[src/hw/rtl/sss_pkg.sv]
// Package for the stepper step scheduler: widths, register map, reset values
// and the state type of the interval sequencer. Depends on nothing.
package sss_pkg;

	localparam int TIME_W     = 32;
	localparam int SPEED_W    = 10;
	localparam int INTERVAL_W = 20;
	localparam int US_W       = 20;

	localparam int APB_ADDR_W = 3;
	localparam int APB_DATA_W = 32;

	// Register indexes, taken from paddr[2].
	localparam logic REG_SPEED_RPM = 1'b0;

	localparam logic [SPEED_W-1:0]    SPEED_RESET    = 10'd300;
	localparam logic [INTERVAL_W-1:0] INTERVAL_RESET = 20'd1000;
	localparam logic [INTERVAL_W-1:0] INTERVAL_MAX   = 20'd1048575;
	localparam logic [US_W-1:0]       US_PER_SEC     = 20'd1000000;
	localparam int                    SECONDS_PER_MIN = 60;

	// Division by fifteen as a multiply by the rounded-up reciprocal 2^28/15
	// and a right shift by 28. It is exact for every operand below 2^24.
	localparam logic [24:0]           RECIP15_MUL    = 25'd17895698;
	localparam int                    RECIP15_SHIFT  = 28;

	typedef enum logic [2:0] {
		IS_IDLE,
		IS_MUL,
		IS_SPS,
		IS_INT_START,
		IS_INT_WAIT
	} int_state_t;

	typedef struct packed {
		logic               wr;
		logic [SPEED_W-1:0] rpm;
	} cfg_wr_t;

endpackage

[src/hw/rtl/sss_divider.sv]
// Restoring divider, one quotient bit per cycle, used by the interval sequencer.
// Depends on nothing.
module sss_divider #(
	parameter int W = 20
) (
	input  logic         clk,
	input  logic         arst_n,
	input  logic         start,
	input  logic [W-1:0] dividend,
	input  logic [W-1:0] divisor,
	output logic         done,
	output logic [W-1:0] quotient
);

	localparam int CNT_W = (W > 1) ? $clog2(W) : 1;

	logic             busy_q;
	logic             done_q;
	logic [CNT_W-1:0] cnt_q;
	logic [W-1:0]     rem_q;
	logic [W-1:0]     quo_q;
	logic [W-1:0]     dvs_q;

	logic [W:0]   shifted;
	logic [W:0]   diff;
	logic         take;

	always_comb begin
		shifted = {rem_q, quo_q[W-1]};
		diff    = shifted - {1'b0, dvs_q};
		take    = (shifted >= {1'b0, dvs_q});
	end

	always_ff @(posedge clk or negedge arst_n) begin
		if (!arst_n) begin
			busy_q <= 1'b0;
			done_q <= 1'b0;
			cnt_q  <= '0;
		end else if (start) begin
			busy_q <= 1'b1;
			done_q <= 1'b0;
			cnt_q  <= '0;
		end else if (busy_q) begin
			cnt_q <= cnt_q + CNT_W'(1);
			if (cnt_q == CNT_W'(W - 1)) begin
				busy_q <= 1'b0;
				done_q <= 1'b1;
			end
		end else begin
			done_q <= 1'b0;
		end
	end

	always_ff @(posedge clk) begin
		if (start) begin
			rem_q <= '0;
			quo_q <= dividend;
			dvs_q <= divisor;
		end else if (busy_q) begin
			rem_q <= take ? diff[W-1:0] : shifted[W-1:0];
			quo_q <= {quo_q[W-2:0], take};
		end
	end

	assign done     = done_q;
	assign quotient = quo_q;

endmodule

[src/hw/rtl/sss_interval.sv]
// Speed register and the sequencer that turns it into a step interval.
// Depends on sss_pkg and sss_divider.
module sss_interval #(
	parameter int STEPS_PER_TURN = 200,
	parameter int MIN_RPM        = 1,
	parameter int MAX_RPM        = 1000
) (
	input  logic                             clk,
	input  logic                             arst_n,
	input  sss_pkg::cfg_wr_t                 cfg,
	output logic [sss_pkg::SPEED_W-1:0]      speed_rpm,
	output logic [sss_pkg::INTERVAL_W-1:0]   interval,
	output logic                             busy
);

	localparam int SPR_W  = $clog2(STEPS_PER_TURN + 1);
	localparam int PROD_W = $clog2(MAX_RPM * STEPS_PER_TURN + 1);
	localparam int DIV_W  = (PROD_W > sss_pkg::US_W) ? PROD_W : sss_pkg::US_W;
	localparam int RECIP_PROD_W = PROD_W + $bits(sss_pkg::RECIP15_MUL);

	localparam logic [sss_pkg::SPEED_W-1:0] RpmLo = sss_pkg::SPEED_W'(MIN_RPM);
	localparam logic [sss_pkg::SPEED_W-1:0] RpmHi = sss_pkg::SPEED_W'(MAX_RPM);
	localparam logic [SPR_W-1:0]            Spr   = SPR_W'(STEPS_PER_TURN);

	sss_pkg::int_state_t state_q, state_d;

	logic [sss_pkg::SPEED_W-1:0]    rpm_q;
	logic [PROD_W-1:0]              prod_q;
	logic [DIV_W-1:0]               sps_q;
	logic [sss_pkg::INTERVAL_W-1:0] interval_q;

	logic [sss_pkg::SPEED_W-1:0]       rpm_lo;
	logic [sss_pkg::SPEED_W-1:0]       rpm_clamp;
	logic [sss_pkg::SPEED_W+SPR_W-1:0] prod_full;
	logic [RECIP_PROD_W-1:0]           recip_prod;
	logic [DIV_W-1:0]                  sps_next;

	logic             div_start;
	logic [DIV_W-1:0] div_dividend;
	logic [DIV_W-1:0] div_divisor;
	logic             div_done;
	logic [DIV_W-1:0] div_quo;

	always_comb begin
		rpm_lo    = (rpm_q < RpmLo) ? RpmLo : rpm_q;
		rpm_clamp = (rpm_lo > RpmHi) ? RpmHi : rpm_lo;
		prod_full = rpm_clamp * Spr;
		// Steps per second is the product over sixty: drop two bits, then divide
		// by fifteen through the reciprocal. The product stays below 2^26.
		recip_prod = RECIP_PROD_W'(prod_q >> 2) * RECIP_PROD_W'(sss_pkg::RECIP15_MUL);
		sps_next   = DIV_W'(recip_prod >> sss_pkg::RECIP15_SHIFT);
	end

	sss_divider #(.W(DIV_W)) u_div (
		.clk      (clk),
		.arst_n   (arst_n),
		.start    (div_start),
		.dividend (div_dividend),
		.divisor  (div_divisor),
		.done     (div_done),
		.quotient (div_quo)
	);

	always_comb begin
		state_d      = state_q;
		div_start    = 1'b0;
		div_dividend = DIV_W'(sss_pkg::US_PER_SEC);
		div_divisor  = sps_q;
		unique case (state_q)
			sss_pkg::IS_IDLE: ;
			sss_pkg::IS_MUL: state_d = sss_pkg::IS_SPS;
			sss_pkg::IS_SPS: state_d = sss_pkg::IS_INT_START;
			sss_pkg::IS_INT_START: begin
				if (sps_q == '0) begin
					state_d = sss_pkg::IS_IDLE;
				end else begin
					div_start = 1'b1;
					state_d   = sss_pkg::IS_INT_WAIT;
				end
			end
			sss_pkg::IS_INT_WAIT: begin
				if (div_done) state_d = sss_pkg::IS_IDLE;
			end
			default: state_d = sss_pkg::IS_IDLE;
		endcase
		// A new speed restarts the computation from the top.
		if (cfg.wr) state_d = sss_pkg::IS_MUL;
	end

	always_ff @(posedge clk or negedge arst_n) begin
		if (!arst_n) begin
			state_q    <= sss_pkg::IS_IDLE;
			rpm_q      <= sss_pkg::SPEED_RESET;
			interval_q <= sss_pkg::INTERVAL_RESET;
		end else begin
			state_q <= state_d;
			if (cfg.wr) rpm_q <= cfg.rpm;
			if (state_q == sss_pkg::IS_INT_START && sps_q == '0 && !cfg.wr) begin
				interval_q <= sss_pkg::INTERVAL_MAX;
			end else if (state_q == sss_pkg::IS_INT_WAIT && div_done && !cfg.wr) begin
				interval_q <= (div_quo > DIV_W'(sss_pkg::INTERVAL_MAX)) ?
					sss_pkg::INTERVAL_MAX : div_quo[sss_pkg::INTERVAL_W-1:0];
			end
		end
	end

	always_ff @(posedge clk) begin
		if (state_q == sss_pkg::IS_MUL) prod_q <= prod_full[PROD_W-1:0];
		if (state_q == sss_pkg::IS_SPS) sps_q <= sps_next;
	end

	assign speed_rpm = rpm_q;
	assign interval  = interval_q;
	assign busy      = (state_q != sss_pkg::IS_IDLE);

endmodule

[src/hw/rtl/sss_tracker.sv]
// Update pipeline: input stage, position and step-time state, result register.
// Depends on sss_pkg.
module sss_tracker #(
	parameter int POSITION_BITS = 24
) (
	input  logic                             clk,
	input  logic                             arst_n,
	input  logic                             hold,
	input  logic [sss_pkg::INTERVAL_W-1:0]   interval,
	input  logic                             in_valid,
	output logic                             in_stall,
	input  logic [sss_pkg::TIME_W-1:0]       now_us,
	input  logic [POSITION_BITS-1:0]         target_position,
	output logic                             out_valid,
	input  logic                             out_stall,
	output logic                             step_pulse,
	output logic                             dir_ccw,
	output logic [POSITION_BITS-1:0]         position,
	output logic                             at_target
);

	logic                          valid_s1;
	logic [sss_pkg::TIME_W-1:0]    now_s1;
	logic [POSITION_BITS-1:0]      target_s1;

	logic [POSITION_BITS-1:0]      cur_q;
	logic [sss_pkg::TIME_W-1:0]    last_q;

	logic                          out_valid_q;
	logic                          pulse_q;
	logic                          dir_q;
	logic [POSITION_BITS-1:0]      pos_q;
	logic                          at_q;

	logic                          out_free;
	logic                          move;
	logic                          accept;
	logic                          dir;
	logic                          fire;
	logic [sss_pkg::TIME_W-1:0]    elapsed;
	logic [POSITION_BITS-1:0]      cur_next;

	always_comb begin
		out_free = !out_valid_q || !out_stall;
		move     = valid_s1 && out_free;
		in_stall = hold || (valid_s1 && !out_free);
		accept   = in_valid && !in_stall;

		dir      = !(target_s1 > cur_q);
		elapsed  = now_s1 - last_q;
		fire     = (cur_q != target_s1) &&
			(elapsed >= sss_pkg::TIME_W'(interval));
		cur_next = cur_q;
		if (fire) begin
			if (!dir) begin
				if (cur_q != '1) cur_next = cur_q + POSITION_BITS'(1);
			end else begin
				if (cur_q != '0) cur_next = cur_q - POSITION_BITS'(1);
			end
		end
	end

	always_ff @(posedge clk or negedge arst_n) begin
		if (!arst_n) begin
			valid_s1    <= 1'b0;
			out_valid_q <= 1'b0;
			cur_q       <= '0;
			last_q      <= '0;
		end else begin
			if (accept) valid_s1 <= 1'b1;
			else if (move) valid_s1 <= 1'b0;
			if (move) out_valid_q <= 1'b1;
			else if (out_free) out_valid_q <= 1'b0;
			if (move) begin
				cur_q <= cur_next;
				if (fire) last_q <= now_s1;
			end
		end
	end

	always_ff @(posedge clk) begin
		if (accept) begin
			now_s1    <= now_us;
			target_s1 <= target_position;
		end
		if (move) begin
			pulse_q <= fire;
			dir_q   <= dir;
			pos_q   <= cur_next;
			at_q    <= (cur_next == target_s1);
		end
	end

	assign out_valid  = out_valid_q;
	assign step_pulse = pulse_q;
	assign dir_ccw    = dir_q;
	assign position   = pos_q;
	assign at_target  = at_q;

endmodule

[src/hw/rtl/stepper_step_scheduler.sv]
// Top level of the stepper step scheduler: configuration port, interval
// sequencer and update pipeline. Depends on sss_pkg, sss_interval, sss_tracker.
//
// Usage:
// The input channel (in_valid, in_stall, now_us, target_position) carries one
// update per transfer: the current time in microseconds and the wanted position.
// The output channel (out_valid, out_stall, step_pulse, dir_ccw, position,
// at_target) returns exactly one result per update, in order.
// An accepted update is registered in the input stage, and its result moves
// into the output register once that register is free. Throughput is one
// update per cycle while the receiver does not stall and the sequencer is
// idle; the position and last-step-time registers are read and written in
// the same cycle as the update moves to the output register.
// When the receiver stalls, the result holds in the output register and one
// more update waits in the input stage; only then does the stall reach in_stall.
// The APB port holds speed_rpm at address 0. A write starts the interval
// sequencer: a state for the speed times steps-per-revolution product, a
// state for the division by sixty as a reciprocal multiplication, then one
// pass of a one-bit-per-cycle divider for one million by steps per second.
// The input channel stalls while the sequencer is busy after the write.
// Reset clears the position and last step time to zero, sets speed to 300 rpm
// and the interval to 1000 microseconds, and empties both stages.
module stepper_step_scheduler #(
	parameter int STEPS_PER_TURN = 200,
	parameter int MIN_RPM        = 1,
	parameter int MAX_RPM        = 1000,
	parameter int POSITION_BITS  = 24
) (
	input  logic                               clk,
	input  logic                               arst_n,

	input  logic                               in_valid,
	output logic                               in_stall,
	input  logic [sss_pkg::TIME_W-1:0]         now_us,
	input  logic [POSITION_BITS-1:0]           target_position,

	output logic                               out_valid,
	input  logic                               out_stall,
	output logic                               step_pulse,
	output logic                               dir_ccw,
	output logic [POSITION_BITS-1:0]           position,
	output logic                               at_target,

	input  logic                               psel,
	input  logic                               penable,
	input  logic                               pwrite,
	input  logic [sss_pkg::APB_ADDR_W-1:0]     paddr,
	input  logic [sss_pkg::APB_DATA_W-1:0]     pwdata,
	output logic [sss_pkg::APB_DATA_W-1:0]     prdata,
	output logic                               pready
);

	sss_pkg::cfg_wr_t                 cfg;
	logic [sss_pkg::SPEED_W-1:0]      speed_rpm;
	logic [sss_pkg::INTERVAL_W-1:0]   interval;
	logic                             busy;

	// Only the speed register exists; a transfer to any other index is dropped.
	// Bits of the written word above the register width are ignored.
	always_comb begin
		cfg.wr  = psel && penable && pwrite && (paddr[2] == sss_pkg::REG_SPEED_RPM);
		cfg.rpm = pwdata[sss_pkg::SPEED_W-1:0];
		unique case (paddr[2])
			sss_pkg::REG_SPEED_RPM: prdata = sss_pkg::APB_DATA_W'(speed_rpm);
			default:                prdata = '0;
		endcase
	end

	assign pready = 1'b1;

	sss_interval #(
		.STEPS_PER_TURN (STEPS_PER_TURN),
		.MIN_RPM        (MIN_RPM),
		.MAX_RPM        (MAX_RPM)
	) u_interval (
		.clk       (clk),
		.arst_n    (arst_n),
		.cfg       (cfg),
		.speed_rpm (speed_rpm),
		.interval  (interval),
		.busy      (busy)
	);

	// Updates are held off while a new interval is being computed.
	sss_tracker #(
		.POSITION_BITS (POSITION_BITS)
	) u_tracker (
		.clk             (clk),
		.arst_n          (arst_n),
		.hold            (busy),
		.interval        (interval),
		.in_valid        (in_valid),
		.in_stall        (in_stall),
		.now_us          (now_us),
		.target_position (target_position),
		.out_valid       (out_valid),
		.out_stall       (out_stall),
		.step_pulse      (step_pulse),
		.dir_ccw         (dir_ccw),
		.position        (position),
		.at_target       (at_target)
	);

endmodule

[config.mk]
export PLATFORM = sky130hd
export DESIGN_NAME = stepper_step_scheduler
export DESIGN_NICKNAME = d
export VERILOG_FILES = /design/src/hw/rtl/sss_pkg.sv /design/src/hw/rtl/sss_divider.sv /design/src/hw/rtl/sss_interval.sv /design/src/hw/rtl/sss_tracker.sv /design/src/hw/rtl/stepper_step_scheduler.sv
export SDC_FILE = /design/constraint.sdc
export NUM_CORES = 1
export LEC_CHECK = 0
export ABC_AREA = 1
export BUFFER_PORTS_ARGS = -buffer_cell sky130_fd_sc_hd__buf_4
export CAP_MARGIN = 20
export CORE_UTILIZATION = 48
export CTS_CLUSTER_DIAMETER = 30
export DETAILED_ROUTE_END_ITERATION = 8
export PLACE_DENSITY_LB_ADDON = 0.1
export SLEW_MARGIN = 20
export SYNTH_ARGS = -nofsm -noshare
export SYNTH_HDL_FRONTEND = slang
export SYNTH_SLANG_ARGS = --single-unit
[constraint.sdc]
create_clock -name clk -period 3.85 [get_ports clk]
set_input_delay 0.385 -clock clk [delete_from_list [all_inputs] [get_ports clk]]
set_output_delay 0.385 -clock clk [all_outputs]
set_load 0.02 [all_outputs]
After elaboration in Yosys (flattened, before gate mapping)
Cells that the tools add are included.
Widths: inputs -> output; s select.
{ "op_classes": {"addsub": 5, "multipliers": 2, "div": 0, "magnitude_cmp": 6, "n_eq_ne": 11, "shifts": 0, "muxes": 29, "bitwise_logic": 1, "n_reduce_logical": 29} }
{ "op_table": {"columns": ["operator", "n"], "rows": [
  ["$mux 24", 4],
  ["$mux 20", 4],
  ["$mul 15x24->39 const B", 1],
  ["$ge 32x20->1", 1],
  ["$sub 32x32->32", 1],
  ["$mux 10", 3],
  ["$add 24x1->24 const B", 1],
  ["$eq 24x24->1", 1],
  ["$gt 24x24->1", 1],
  ["$ne 24x24->1", 1],
  ["$ne 24x24->1 const B", 1],
  ["$reduce_bool 24->1", 1],
  ["$sub 24x1->24 const B", 1],
  ["$ge 21x15->1", 1],
  ["$gt 20x20->1 const B", 1],
  ["$logic_not 20->1", 1],
  ["$sub 20x15->20", 1],
  ["$mul 10x5->15 const B", 1],
  ["$pmux 3 s5", 1],
  ["$mux 1", 12],
  ["$logic_and 1x1->1", 11],
  ["$gt 10x10->1 const B", 1],
  ["$lt 10x1->1 const B", 1],
  ["$mux 5", 2],
  ["other kinds (16)", 29]
]} }
{ "totals": {"regBits": 266, "latch_bits": 0, "ram_bits": 0, "mem_bits_ro": 0, "in_bits": 98, "output_inout_bits": 62, "wordCells": 104, "mem_count": 0} }

Logic depth before layout (Yosys ltp)
Gate-level depths: netlist (run 1).
{ "logic_depth": {"word_depth": 8, "ltp_mapped": 36, "ltp_nobuf": 36} }

By module
A second synthesis (run 1) with hierarchy kept.
{ "hier_totals": {"hier_cells": 2841, "area_unflattened_um2": 21411.8} }
{ "by_module_without_submodules": {"columns": ["mod", "instances", "cells_per_inst", "area_each_um2"], "rows": [
  ["sss_tracker", 1, 1456, 10510.1],
  ["sss_interval", 1, 778, 6409.9],
  ["sss_divider", 1, 557, 4210.3],
  ["stepper_step_scheduler", 1, 50, 281.5]
]} }

Least setup slack after synthesis (run 1)
No wires, ideal clock.
{ "synth_path": {"path_type": "register -> register", "start": "reg u_interval.prod_q[13]", "end": "reg u_interval.sps_q[7] (netlist: u_interval.div_divisor[7]) (data pin)", "setup_ps": 258, "arrival_ps": 3892, "required_ps": 3592, "slack_ps": -300, "stages_incl_launch_ff": 17, "cell_sequence": "edfxtp_1 ha_1 fa_1 fa_1 inv_1 fa_1 inv_1 ha_1 ha_1 nand2_1 nor2_1 inv_1 nor2_1 nand4_1 o2111ai_1 nand2_1 xnor2_1"} }
{ "synth_between": {"elab_chain_len": 1} }
{ "synth_rtl": {"columns": ["item", "line_no", "source"], "rows": [
  ["from (decl)", "sss_interval.sv:28", "logic [PROD_W-1:0] prod_q;"],
  ["from (signal assigned)", "sss_interval.sv:108", "if (state_q == sss_pkg::IS_MUL) prod_q <= prod_full[PROD_W-1:0];"],
  ["$mul 15x24->39", "sss_interval.sv:50", "recip_prod = RECIP_PROD_W'(prod_q >> 2) * RECIP_PROD_W'(sss_pkg::RECIP15_MUL);"],
  ["via u_interval.recip_prod[35]", "sss_interval.sv:35", "logic [RECIP_PROD_W-1:0] recip_prod;"],
  ["to (signal assigned)", "sss_interval.sv:109", "if (state_q == sss_pkg::IS_SPS) sps_q <= sps_next;"],
  ["to (decl)", "sss_interval.sv:29", "logic [DIV_W-1:0] sps_q;"]
]} }
The timed path passes the listed nets, and every way through them passes these cells.
A chain may end at the register's enable or synchronous reset.

Worst setup path in the final report (run 1)
{ "layout_path": {"start": "reg u_tracker.now_s1[11] in the netlist's numbering", "end": "reg u_tracker.at_q (netlist: u_tracker.at_target) (data pin)"} }
{ "layout_between": {"elab_chain_len": 5} }
{ "layout_rtl": {"columns": ["item", "line_no", "source"], "rows": [
  ["from (decl)", "sss_tracker.sv:23", "logic [sss_pkg::TIME_W-1:0] now_s1;"],
  ["from (signal assigned)", "sss_tracker.sv:83", "now_s1 <= now_us;"],
  ["$sub 32x32->32", "sss_tracker.sv:50", "elapsed = now_s1 - last_q;"],
  ["$ge 32x20->1", "sss_tracker.sv:52", "(elapsed >= sss_pkg::TIME_W'(interval));"],
  ["$logic_and 1x1->1", "sss_tracker.sv:51", "fire = (cur_q != target_s1) &&"],
  ["$mux 24", "sss_tracker.sv:54", "if (fire) begin"],
  ["$eq 24x24->1", "sss_tracker.sv:90", "at_q <= (cur_next == target_s1);"],
  ["to (signal assigned)", "sss_tracker.sv:90", null],
  ["to (decl)", "sss_tracker.sv:33", "logic at_q;"]
]} }
No other way between the ends.

==> reports/qor.yml, run 1 <==
fmax_ghz: 0.234
final_util_pct: 69.0
rsz0062_at_grt: "yes"
grt_start_max_net_pins: 59
drt_wl_total_mm: 56.6
grt.overflow.total: 0
drive_gt1_share_pct: 27.8
detail-route-antenna-nets: 0
path_max_fanout: 10
ys_seq_elements: 262
violations: "setup timing"
synth_top_area_share_pct: 19.0
routedWlPerCell_um: 16.1
dr.first_iter.drc_count: 1093
hold_path.class: "in -> reg"
drc: 0
core_um2: 40000
syn_area_per_cell_um2: 7.90
drtPass1Iterations: 6
io_pins: 160
yosysWarnings: 0
die_w_um: 204
cp.arrival_ns: 4.72
antenna_found_initial: 0
fin_crit_sh_pct: 111
gp_congestion: 0.971
grt_pass1_wl_mm: 89.2
track_usage_pct: 26.7
clock_latency_ns: 0.61
r2r_cells: 32
initial_utilization_pct: 49.0
synth_area_leader_cell: "edfxtp_1"
grt_pass1_vias: 18300
cp_num_buf_inv: 4
hold_violations: 0
clock_sinks: 262
hold_depth: 3
fp-row-count: 73
ys_types: 60
finalNetCount: 3298
synth_area_um2: 19600
h-tree-depth: 2
critPathKind: "reg -> reg"
synth_edf_count: 124
syn_inst: 2480
worst_setup_path_end_kind: "flop"
cp_slowest_cell: "edfxtp_1"
status: "finished with violations"
synth.area.top_cells: "edfxtp_1, ha_1, nand2_1"
area_growth_pct: 40.8
die_y_um: 204
slew_headroom_pct: 41.4
cp-start-kind: "flop"
finalSetupViolations: 81
root_buffer: "clkbuf_16"
cap_violations: 0
nFillCells: 3114
antenna_cells: 0
tightest_slew_ns: 0.876
die_area_um2: 41700
numCtsBuffers: 60
cp_slowest_stage_delay_ns: 0.46
setup_ws_ns: -0.419
cpLargestDelayFamily: "simple AND/OR/NAND/NOR gates"
portBuffers: 112
clock_path_buffers: 3
ys_seq_area_share_pct: 35.7
cp_num_cells: 32
period_needed_ns: 4.27
postSynth.asyncResetShare_pct: 37.4
tns_ns: -6.96
routed_via_density: 5.13
whs_ns: 0.0764
cpMostUsedCell: "nand2_1"
skew_ns: 0.0249
clk_pin_slew_worst_paths_ns: 0.05
place.detailed.hpwl_mm: 40.2
maxSlewViolCount: 0
synth_ff_type: "edfxtp_1"
vias: 18100
cts_tree: "yes"
crit_required_ns: 4.30
[sequential cells by signal (all words and copies together) (netlist names), 3 cells and up]
signal                     count
u_interval.div_divisor        13
u_interval.interval           20
u_interval.prod_q             15
u_interval.speed_rpm          10
u_interval.state_q             3
u_interval.u_div.cnt_q         5
u_interval.u_div.dvs_q        13
u_interval.u_div.quotient     20
u_interval.u_div.rem_q        20
u_tracker.cur_q               24
u_tracker.last_q              32
u_tracker.now_s1              32
u_tracker.position            24
u_tracker.target_s1           24
[worst register-to-register path: cells and delay by family, from the launching register on]
family | cells | cell delay (ns)
buffers and inverters | 4 | 0.52
AO/OA/AOI/OAI | 1 | 0.21
AND/OR/NAND/NOR | 24 | 2.17
flip-flops | 1 | 0.46
XOR/XNOR | 1 | 0.18
adder cells (fa/ha/maj) | 2 | 0.57
[cell families after synthesis]
| family | after synthesis | share of synthesized area [%] |
|---|---|---|
| XOR/XNOR | 96 | 4.29 |
| adder cells (fa/ha/maj) | 252 | 17.3 |
| flip-flops | 262 | 35.7 |
| other | 2 | 0.0383 |
| buffers and inverters | 490 | 10.3 |
| AO/OA/AOI/OAI | 334 | 9.48 |
| AND/OR/NAND/NOR | 1043 | 23.0 |
| multiplexers | 1 | 0.0574 |
[metrics by stage]
stage,setup WS (ns),cell area [um^2],instances
final,-0.419,27600,3524
after global routing,-0.662,27600,3524
after CTS,-0.276,26600,3505
after detailed placement,-0.413,22800,3294
after global placement,-0.357,22800,3294
after floorplan,-0.0551,19900,2501
[synthesized netlist by cell type (4+ instances only)]
library cell	count
inv_2	8
o21ai_1	6
o22ai_1	17
nand3_1	101
nor4_1	8
dfxtp_1	40
nor3_2	4
o21bai_1	4
edfxtp_1	124
clkinv_1	8
a211oi_1	4
dfstp_2	10
ha_1	221
inv_1	390
nor2_1	196
xor2_1	78
a21o_1	4
nand3_2	5
nand4_1	42
buf_4	27
nand3b_1	23
o211ai_1	22
dfrtp_1	88
and2_1	4
nand2_2	21
clkbuf_1	32
nor2_2	12
a21oi_1	135
xnor2_1	18
nor3_1	29
o21ai_0	114
fa_1	31
a31oi_1	5
buf_2	16
a22oi_1	7
nand2_1	587
[final timing paths]
path	from	end	slack, ns
worst min-delay path	out_stall	u_tracker.out_valid	0.08
max in group asynchronous	arst_n	u_interval.interval[3]	2.54
worst max-delay path	u_tracker.now_s1[11]	u_tracker.at_target	-0.42
worst max register to register	u_tracker.now_s1[11]	u_tracker.at_target	-0.42
worst min register to register	u_interval.div_divisor[1]	u_interval.u_div.dvs_q[1]	0.45
min in group asynchronous	arst_n	u_interval.interval[0]	0.41
[routing by layer]
metal / global-route usage (%) / vias to the layer above / wire [um]
li1: - / 9015 / -
met1: 33.1 / 8444 / 24300
met2: 46.5 / 499 / 27600
met3: 3.83 / 119 / 2890
met4: 10.5 / 0 / 1890
met5: 0 / - / 0
[area by class of cell]
type                    instances  area (um^2)  area share, %
clock buffers                  67         1560           5.65
inverters                     406         1540           5.59
multi-input cells            1751        12300           44.5
repair buffers                467         3990           14.5
flip-flops and latches        262         6990           25.3
well taps                     525          657           2.38
clock inverters                46          587           2.13
[cells in the final DEF (no fill, tap or decap), drive strengths merged, types with 17 or more instances in the layout]
master,Yosys,routed
a21oi,135,135
buf,50,395
clkbuf,34,72
clkinv,8,28
conb,2,23
dfrtp,88,88
dfxtp,40,40
dlygate4sd3,0,67
edfxtp,124,124
fa,31,31
ha,221,221
inv,398,410
nand2,610,612
nand3,106,106
nand3b,23,23
nand4,42,42
nor2,208,208
nor3,33,33
o211ai,22,22
o21ai,120,120
o22ai,17,17
xnor2,18,18
xor2,78,78
[timing repair]
action	CTS	global route
hold buffers	67	0
setup buffers	28	14
hold endpoints to repair	113	0
pin swaps	86	86
cloned	3	6
setup endpoints to repair	88	99
gates resized for setup	153	191
Power of run 1 is left out: the tool's default activity adds up to more than one toggle a clock period on the data nets, which glitch-free logic cannot reach.
==> run 2, diff against run 1 <==
- MAX_ROUTING_LAYER: unset -> met4
==> run 2 against run 1 <==
- the flow still finishes with violations (setup timing)
- fmax up 2.0%
- non-clock buffer count up 14
- critical path depth down 13
- clock skew up 0.0091 ns
- global-route usage up 2.4 points
- flip-flop and latch count unchanged
- sequential share of layout area down 0.32 points
- setup slack better by 0.083 ns
- hold slack worse by 0.051 ns
- critical endpoint is now u_interval.div_divisor[12]
- clock-buffer cell count up 7
- die area unchanged
==> reports/qor.yml, run 2 (synthesized netlist as in run 1, its figures left out) <==
h-tree-depth: 3  # +1
r2r_cells: 19  # -41%
cp_slowest_stage_delay_ns: 0.53  # +0.07 ns
grt_start_max_net_pins: 66  # +12%
drc: 0  # unchanged
path_max_fanout: 3  # -7
reg2reg_setup_slack_ns: -0.34  # +0.08 ns
setup_ws_ns: -0.336  # +0.0825 ns
drive_gt1_share_pct: 29.1  # +1.2 points
antenna_found_initial: 1  # +1
final_common_cell: "nand2_1"
hold_path.class: "in -> reg"
routedWlPerCell_um: 16.7  # +3.7%
clk_pin_slew_worst_paths_ns: 0.05  # about the same
finalNetCount: 3317  # +0.58%
die_w_um: 204  # unchanged
cp.arrival_ns: 4.51  # -0.21 ns
clock_path_buffers: 3  # unchanged
fmax_ghz: 0.239  # +2.0%
initial_utilization_pct: 49.0  # unchanged
cp_slowest_cell: "fa_1"
fp-row-count: 73  # unchanged
r2r-end: "u_interval.div_divisor[12]"
dr.first_iter.drc_count: 1145  # +4.8%
routed_via_density: 5.17  # +0.70%
clock_sinks: 262  # unchanged
fin_crit_sh_pct: 109  # -2.1 points
numCtsBuffers: 66  # +10%
grt.overflow.total: 0  # unchanged
gp_congestion: 0.929  # -4.3%
portBuffers: 112  # unchanged
placed_area_um2: 22900  # +0.45%
maxSlewViolCount: 0  # unchanged
slew_headroom_pct: 35.8  # -5.6 points
hp-start: "pwdata[7]"
track_usage_pct: 29.1  # +2.4 points
die_area_um2: 41700  # unchanged
grt_pass1_vias: 18300  # -0.16%
grt_pass1_wl_mm: 92.4  # +3.6%
final_cell_mix: "nand2_1, inv_1, buf_4, ha_1, nor2_1"
hold_violations: 0  # unchanged
clock_latency_ns: 0.59  # -0.02 ns
drt_wl_total_mm: 59.1  # +4.4%
io_pins: 160  # unchanged
period_needed_ns: 4.19  # -0.0825 ns
hold_path_end: "u_interval.speed_rpm[7]"
tns_ns: -11.06  # -4.10 ns
area_growth_pct: 42.6
cp_num_buf_inv: 2  # -2
finalSetupViolations: 49  # -40%
crit_path_start: "u_interval.prod_q[13]"
drtPass1Iterations: 5  # -1
crit_path_cell_trace: "ha_1, inv_1, fa_1, fa_1, inv_2, ha_4, ha_4, a21oi_2, nor2_1, a211oi_1, o31a_1, o21bai_1, nand3_1, nand3_1, nand3_1, o211ai_1, nand3_1, nand2_1, xor2_1"
violations: "setup timing"
cap_violations: 0  # unchanged
reg_top3: "u_tracker.last_q (32), u_tracker.now_s1 (32)"
cpMostUsedCell: "nand3_1"
die_y_um: 204  # unchanged
worst_setup_path_end_kind: "flop"
status: "finished with violations"
skew_ns: 0.0340  # +0.00911 ns
cp-start-kind: "flop"
root_buffer: "clkbuf_16"
crit_required_ns: 4.18  # -0.12 ns
cts_tree: "yes"
place.detailed.hpwl_mm: 42.3  # +5.1%
rsz0062_at_grt: "yes"
hold_depth: 3  # unchanged
vias: 18300  # +1.4%
core_um2: 40000  # unchanged
r2r-start: "u_interval.prod_q[13]"
stdcell_area_um2: 27900  # +1.3%
detail-route-antenna-nets: 0  # unchanged
cpLargestDelayFamily: "adder cells"
tightest_slew_ns: 0.963  # +0.0867 ns
pre_cts_slack_ns: -0.426  # -0.0139 ns
critPathKind: "reg -> reg"
==> run 2: layout make-up <==
type | instances | area, um^2
inverter | 406 | 1540
timing repair buffer | 481 | 4220
fill | 3189 | 12100
clock buffer | 74 | 1700
sequential | 262 | 6990
clock inverter | 48 | 474
tap | 525 | 657
antenna | 2 | 5.00
multi-input combinational | 1750 | 12400
==> run 2: worst max path at each step <==
stage	endpoint	slack (ns)	cells past startpoint
floorplan	u_interval.div_divisor[12]	-0.06	15
global placement	u_tracker.at_target	-0.40	28
detailed placement	u_tracker.at_target	-0.43	29
CTS	u_interval.div_divisor[4]	-0.31	18
global route	u_interval.div_divisor[12]	-0.50	19
finish	u_interval.div_divisor[12]	-0.34	19
==> run 2: worst reg2reg max path, cell delays in order (launching register included) <==
cell and delay, ns:
edfxtp_1 0.46, ha_1 0.32, inv_1 0.05, fa_1 0.47, fa_1 0.53, inv_2 0.05
ha_4 0.24, ha_4 0.24, a21oi_2 0.12, nor2_1 0.04, a211oi_1 0.20, o31a_1 0.28
o21bai_1 0.12, nand3_1 0.14, nand3_1 0.08, nand3_1 0.09, o211ai_1 0.17, nand3_1 0.13
nand2_1 0.07, xor2_1 0.15
==> run 2: repair_timing <==
item                                    4_1_cts  5_1_grt
hold buffers                                 62        2
gates resized for setup                     198      202
pin swaps                                    60      112
endpoints found under the hold margin       108        2
setup buffers                                30       21
endpoints found under the setup margin       93       98
cloned                                       10        1
==> run 2: per-stage QoR <==
step | hold WS [ns] | instances | utilization, %
2_1_floorplan | 0.0894 | 2501 | -
3_3_place_gp | 0.431 | 3306 | 57.1
4_1_cts | 0.0000510 | 3529 | 67.5
3_5_place_dp | 0.437 | 3306 | 57.1
6_report | 0.0256 | 3548 | 69.9
5_1_grt | 0.0167 | 3547 | 69.9
==> run 2: metal layers <==
layer | routed length (um) | vias up | global-route usage [%]
li1 | - | 9067 | -
met2 | 29800 | 439 | 49.2
met3 | 2610 | 96 | 4.72
met4 | 1440 | 0 | 9.09
met5 | 0 | - | -
met1 | 25300 | 8725 | 35.4
Power of run 2 is left out for the same reason.
==> run 3, diff against run 2 <==
- ABC_AREA: 1 -> unset
- CELL_PAD_IN_SITES_DETAIL_PLACEMENT: unset -> 1
- CELL_PAD_IN_SITES_GLOBAL_PLACEMENT: unset -> 1
- CORE_UTILIZATION: 48 -> 43
==> run 3 against run 2 <==
- the run still ends with setup timing left
- clock skew is 0.013 ns higher
- synthesized area is 5.0% lower
- setup slack worse by 1.7 ns
- sequential share of layout area is 0.37 points lower
==> reports/qor.yml, run 3 <==
status: "finished with violations"
violations: "setup timing"
io_pins: 160  # unchanged
synthAdderAreaFrac_pct: 18.2  # +0.92 points
drive_gt1_share_pct: 38.0  # +9.0 points
tightest_slew_ns: 1.04  # +0.0786 ns
ys_types: 96  # +60%
detail-route-antenna-nets: 0  # unchanged
area_growth_pct: 52.5
path_max_fanout: 4  # +1
synth_area_leader_cell: "edfxtp_1"
cp_slowest_stage_delay_ns: 0.50  # -0.03 ns
nFillCells: 4422  # +39%
synth_ff_type: "edfxtp_1"
root_buffer: "clkbuf_16"
syn_area_per_cell_um2: 9.57  # +21%
grt_pass1_wl_mm: 115  # +24%
gp_congestion: 0.965  # +3.9%
reg_top3: "u_tracker.last_q (32), u_tracker.now_s1 (32)"
cp-start-kind: "flop"
setup_ws_ns: -1.99  # -1.65 ns
core_um2: 42300  # +5.8%
routedWlPerCell_um: 26.6  # +60%
initial_utilization_pct: 44.0  # -5.0 points
place.detailed.hpwl_mm: 47.2  # +12%
clk_pin_slew_worst_paths_ns: 0.05  # about the same
crit_required_ns: 4.31  # +0.13 ns
finalSetupViolations: 99  # +100%
rsz0062_at_grt: "yes"
worst_setup_path_end_kind: "flop"
h-tree-depth: 3  # unchanged
synth_top_area_share_pct: 20.0  # +1.0 points
critPathKind: "reg -> reg"
cts_tree: "yes"
dr.first_iter.drc_count: 1281  # +12%
cp.arrival_ns: 6.30  # +1.79 ns
synth_commonest_cells: "ha_1, inv_1, nand2_1"
ys_seq_area_share_pct: 37.5  # +1.9 points
track_usage_pct: 34.9  # +5.8 points
post-synth-top-count-cell: "ha_1"
cp_slowest_cell: "dfrtp_1"
numCtsBuffers: 66  # unchanged
synth_top_family_by_area: "adder cells"
postSynth.asyncResetShare_pct: 37.4  # unchanged
multi_input_area_um2: 12200  # -1.7%
synth_area_um2: 18600  # -5.0%
antenna_found_initial: 1  # unchanged
tns_ns: -144.78  # -133.71 ns
grt_start_max_net_pins: 63  # -4.5%
yosys.area_share.simple_pct: 15.4  # -7.6 points
grt_pass1_vias: 20000  # +9.2%
cpLargestDelayFamily: "compound AO/OA/AOI/OAI gates"
finalNetCount: 2937  # -11%
seq_area_um2: 6990  # about the same
fp-row-count: 75  # +2.7%
portBuffers: 112  # unchanged
cp_num_buf_inv: 2  # unchanged
maxSlewViolCount: 0  # unchanged
final_cell_mix: "buf_4, inv_1, ha_1, nor2_1, edfxtp_1"
drt_wl_total_mm: 85.7  # +45%
fmax_ghz: 0.171  # -28%
cap_violations: 0  # unchanged
slew_headroom_pct: 30.6  # -5.2 points
synth_xor_area_share_pct: 5.94  # +1.7 points
vias: 18800  # +2.7%
hold_violations: 0  # unchanged
synth-compound-area-share_pct: 14.2  # +4.7 points
clock_sinks: 262  # unchanged
drtPass1Iterations: 5  # unchanged
skew_ns: 0.0470  # +0.0130 ns
die_y_um: 210  # +2.9%
synth_edf_count: 124  # unchanged
synth.area.top_cells: "edfxtp_1, ha_1, dfrtp_1"
syn_inst: 1945  # -22%
period_needed_ns: 5.84  # +1.65 ns
grt.overflow.total: 0  # unchanged
clock_path_buffers: 3  # unchanged
die_area_um2: 44100  # +5.9%
hold_path.class: "in -> reg"
fin_cells: 3218  # -9.3%
die_w_um: 210  # +2.9%
crit_path_cell_trace: "inv_1, ha_4, o21a_1, o31a_1, o31a_1, a211oi_4, xnor2_1, ha_1, nand2_1, nor2_2, a211oi_2, o22ai_2, nor4_1, and4bb_1, nand4_1, nor4_4, buf_6, nor3_4, mux2_4, a2111o_1, a2111oi_4, and4bb_1"
place_inst: 2958  # -11%
fin_crit_sh_pct: 152  # +43 points
routed_via_density: 5.85  # +13%
drc: 0  # unchanged
ys_seq_elements: 262  # unchanged
yosysWarnings: 0  # unchanged
final_common_cell: "buf_4"
muxShareOfSynthArea_pct: 2.17  # +2.1 points
clock_latency_ns: 0.64  # +0.05 ns
-- run 3: cell types whose count changed after synthesis, sizes merged, moves of 52 or more --
| cell | delta |
|---|---|
| xor2 | -52 |
| nand2 | -449 |
| nand3 | -65 |
| inv | -208 |
| nor2 | -54 |
| xnor2 | +78 |
-- run 3: layout make-up --
class	instances	share of cell area (%)
flip-flops and latches	262	24.6
inverters	194	2.57
multi-input cells	1412	42.8
repair buffers	651	19.3
well taps	577	2.54
clock buffers	86	6.30
diodes	1	0.00882
clock inverters	35	1.77
-- run 3: worst paths after layout --
path / endpoint / startpoint / cells past startpoint / slack (ns)
setup / recovery: u_tracker.at_target / u_tracker.last_q[2] / 22 / -1.99
hold / removal: u_interval.speed_rpm[5] / pwdata[5] / 2 / 0.005
setup reg to reg: u_tracker.at_target / u_tracker.last_q[2] / 22 / -1.99
hold reg to reg: u_interval.u_div.dvs_q[6] / u_interval.div_divisor[6] / 0 / 0.45
max in group asynchronous: u_interval.interval[5] / arst_n / 3 / 2.56
min in group asynchronous: u_tracker.last_q[9] / arst_n / 2 / 0.50
-- run 3: cell families (layout without fill, tap and decap cells) --
| group | Yosys count | count (layout) |
|---|---|---|
| and+or+nand+nor | 583 | 584 |
| adders and majority gates | 252 | 252 |
| buffers and inverters | 293 | 966 |
| other | 2 | 24 |
| muxes | 38 | 38 |
| AOI/OAI and AO/OA | 392 | 392 |
| DFF | 262 | 262 |
| xor gates and xnor gates | 123 | 123 |
-- run 3: per-stage QoR --
step	cell area [um^2]	hold WS (ns)	setup slack [ns]	utilization, %
5_1_grt	28400	0.00115	-2.14	67.1
3_3_place_gp	23200	0.435	-1.63	54.8
4_1_cts	27500	0.00289	-1.39	65.0
6_report	28400	0.00517	-1.99	67.1
3_5_place_dp	23200	0.438	-1.85	54.8
2_1_floorplan	19100	0.0894	-1.05	-
-- run 3: worst reg2reg max path, cell delays in order (launching register included) --
cell and delay, ns:
dfrtp_1 0.50, inv_1 0.19, ha_4 0.30, o21a_1 0.18, o31a_1 0.16, o31a_1 0.40, a211oi_4 0.35, xnor2_1 0.13
ha_1 0.33, nand2_1 0.12, nor2_2 0.06, a211oi_2 0.22, o22ai_2 0.15, nor4_1 0.31, and4bb_1 0.24, nand4_1 0.21
nor4_4 0.36, buf_6 0.17, nor3_4 0.05, mux2_4 0.32, a2111o_1 0.40, a2111oi_4 0.30, and4bb_1 0.22
-- run 3: repair_timing --
item / in CTS / in global routing
hold buffers: 59 / 0
pin swaps: 91 / 89
gates cloned: 10 / 1
hold endpoints to repair: 102 / 0
endpoints found under the setup margin: 100 / 118
buffers inserted: 44 / 35
gates resized for setup: 215 / 131
-- run 3: metal layers --
layer | part of all wire, % | up-vias | routed length, um | GRT usage, %
met5 | 0 | - | 0 | -
li1 | - | 8166 | - | -
met3 | 6.4 | 354 | 5470 | 6.39
met4 | 5.9 | 0 | 5070 | 13.6
met2 | 51 | 842 | 43600 | 61.9
met1 | 37 | 9456 | 31500 | 38.6
Power of run 3 is left out for the same reason.
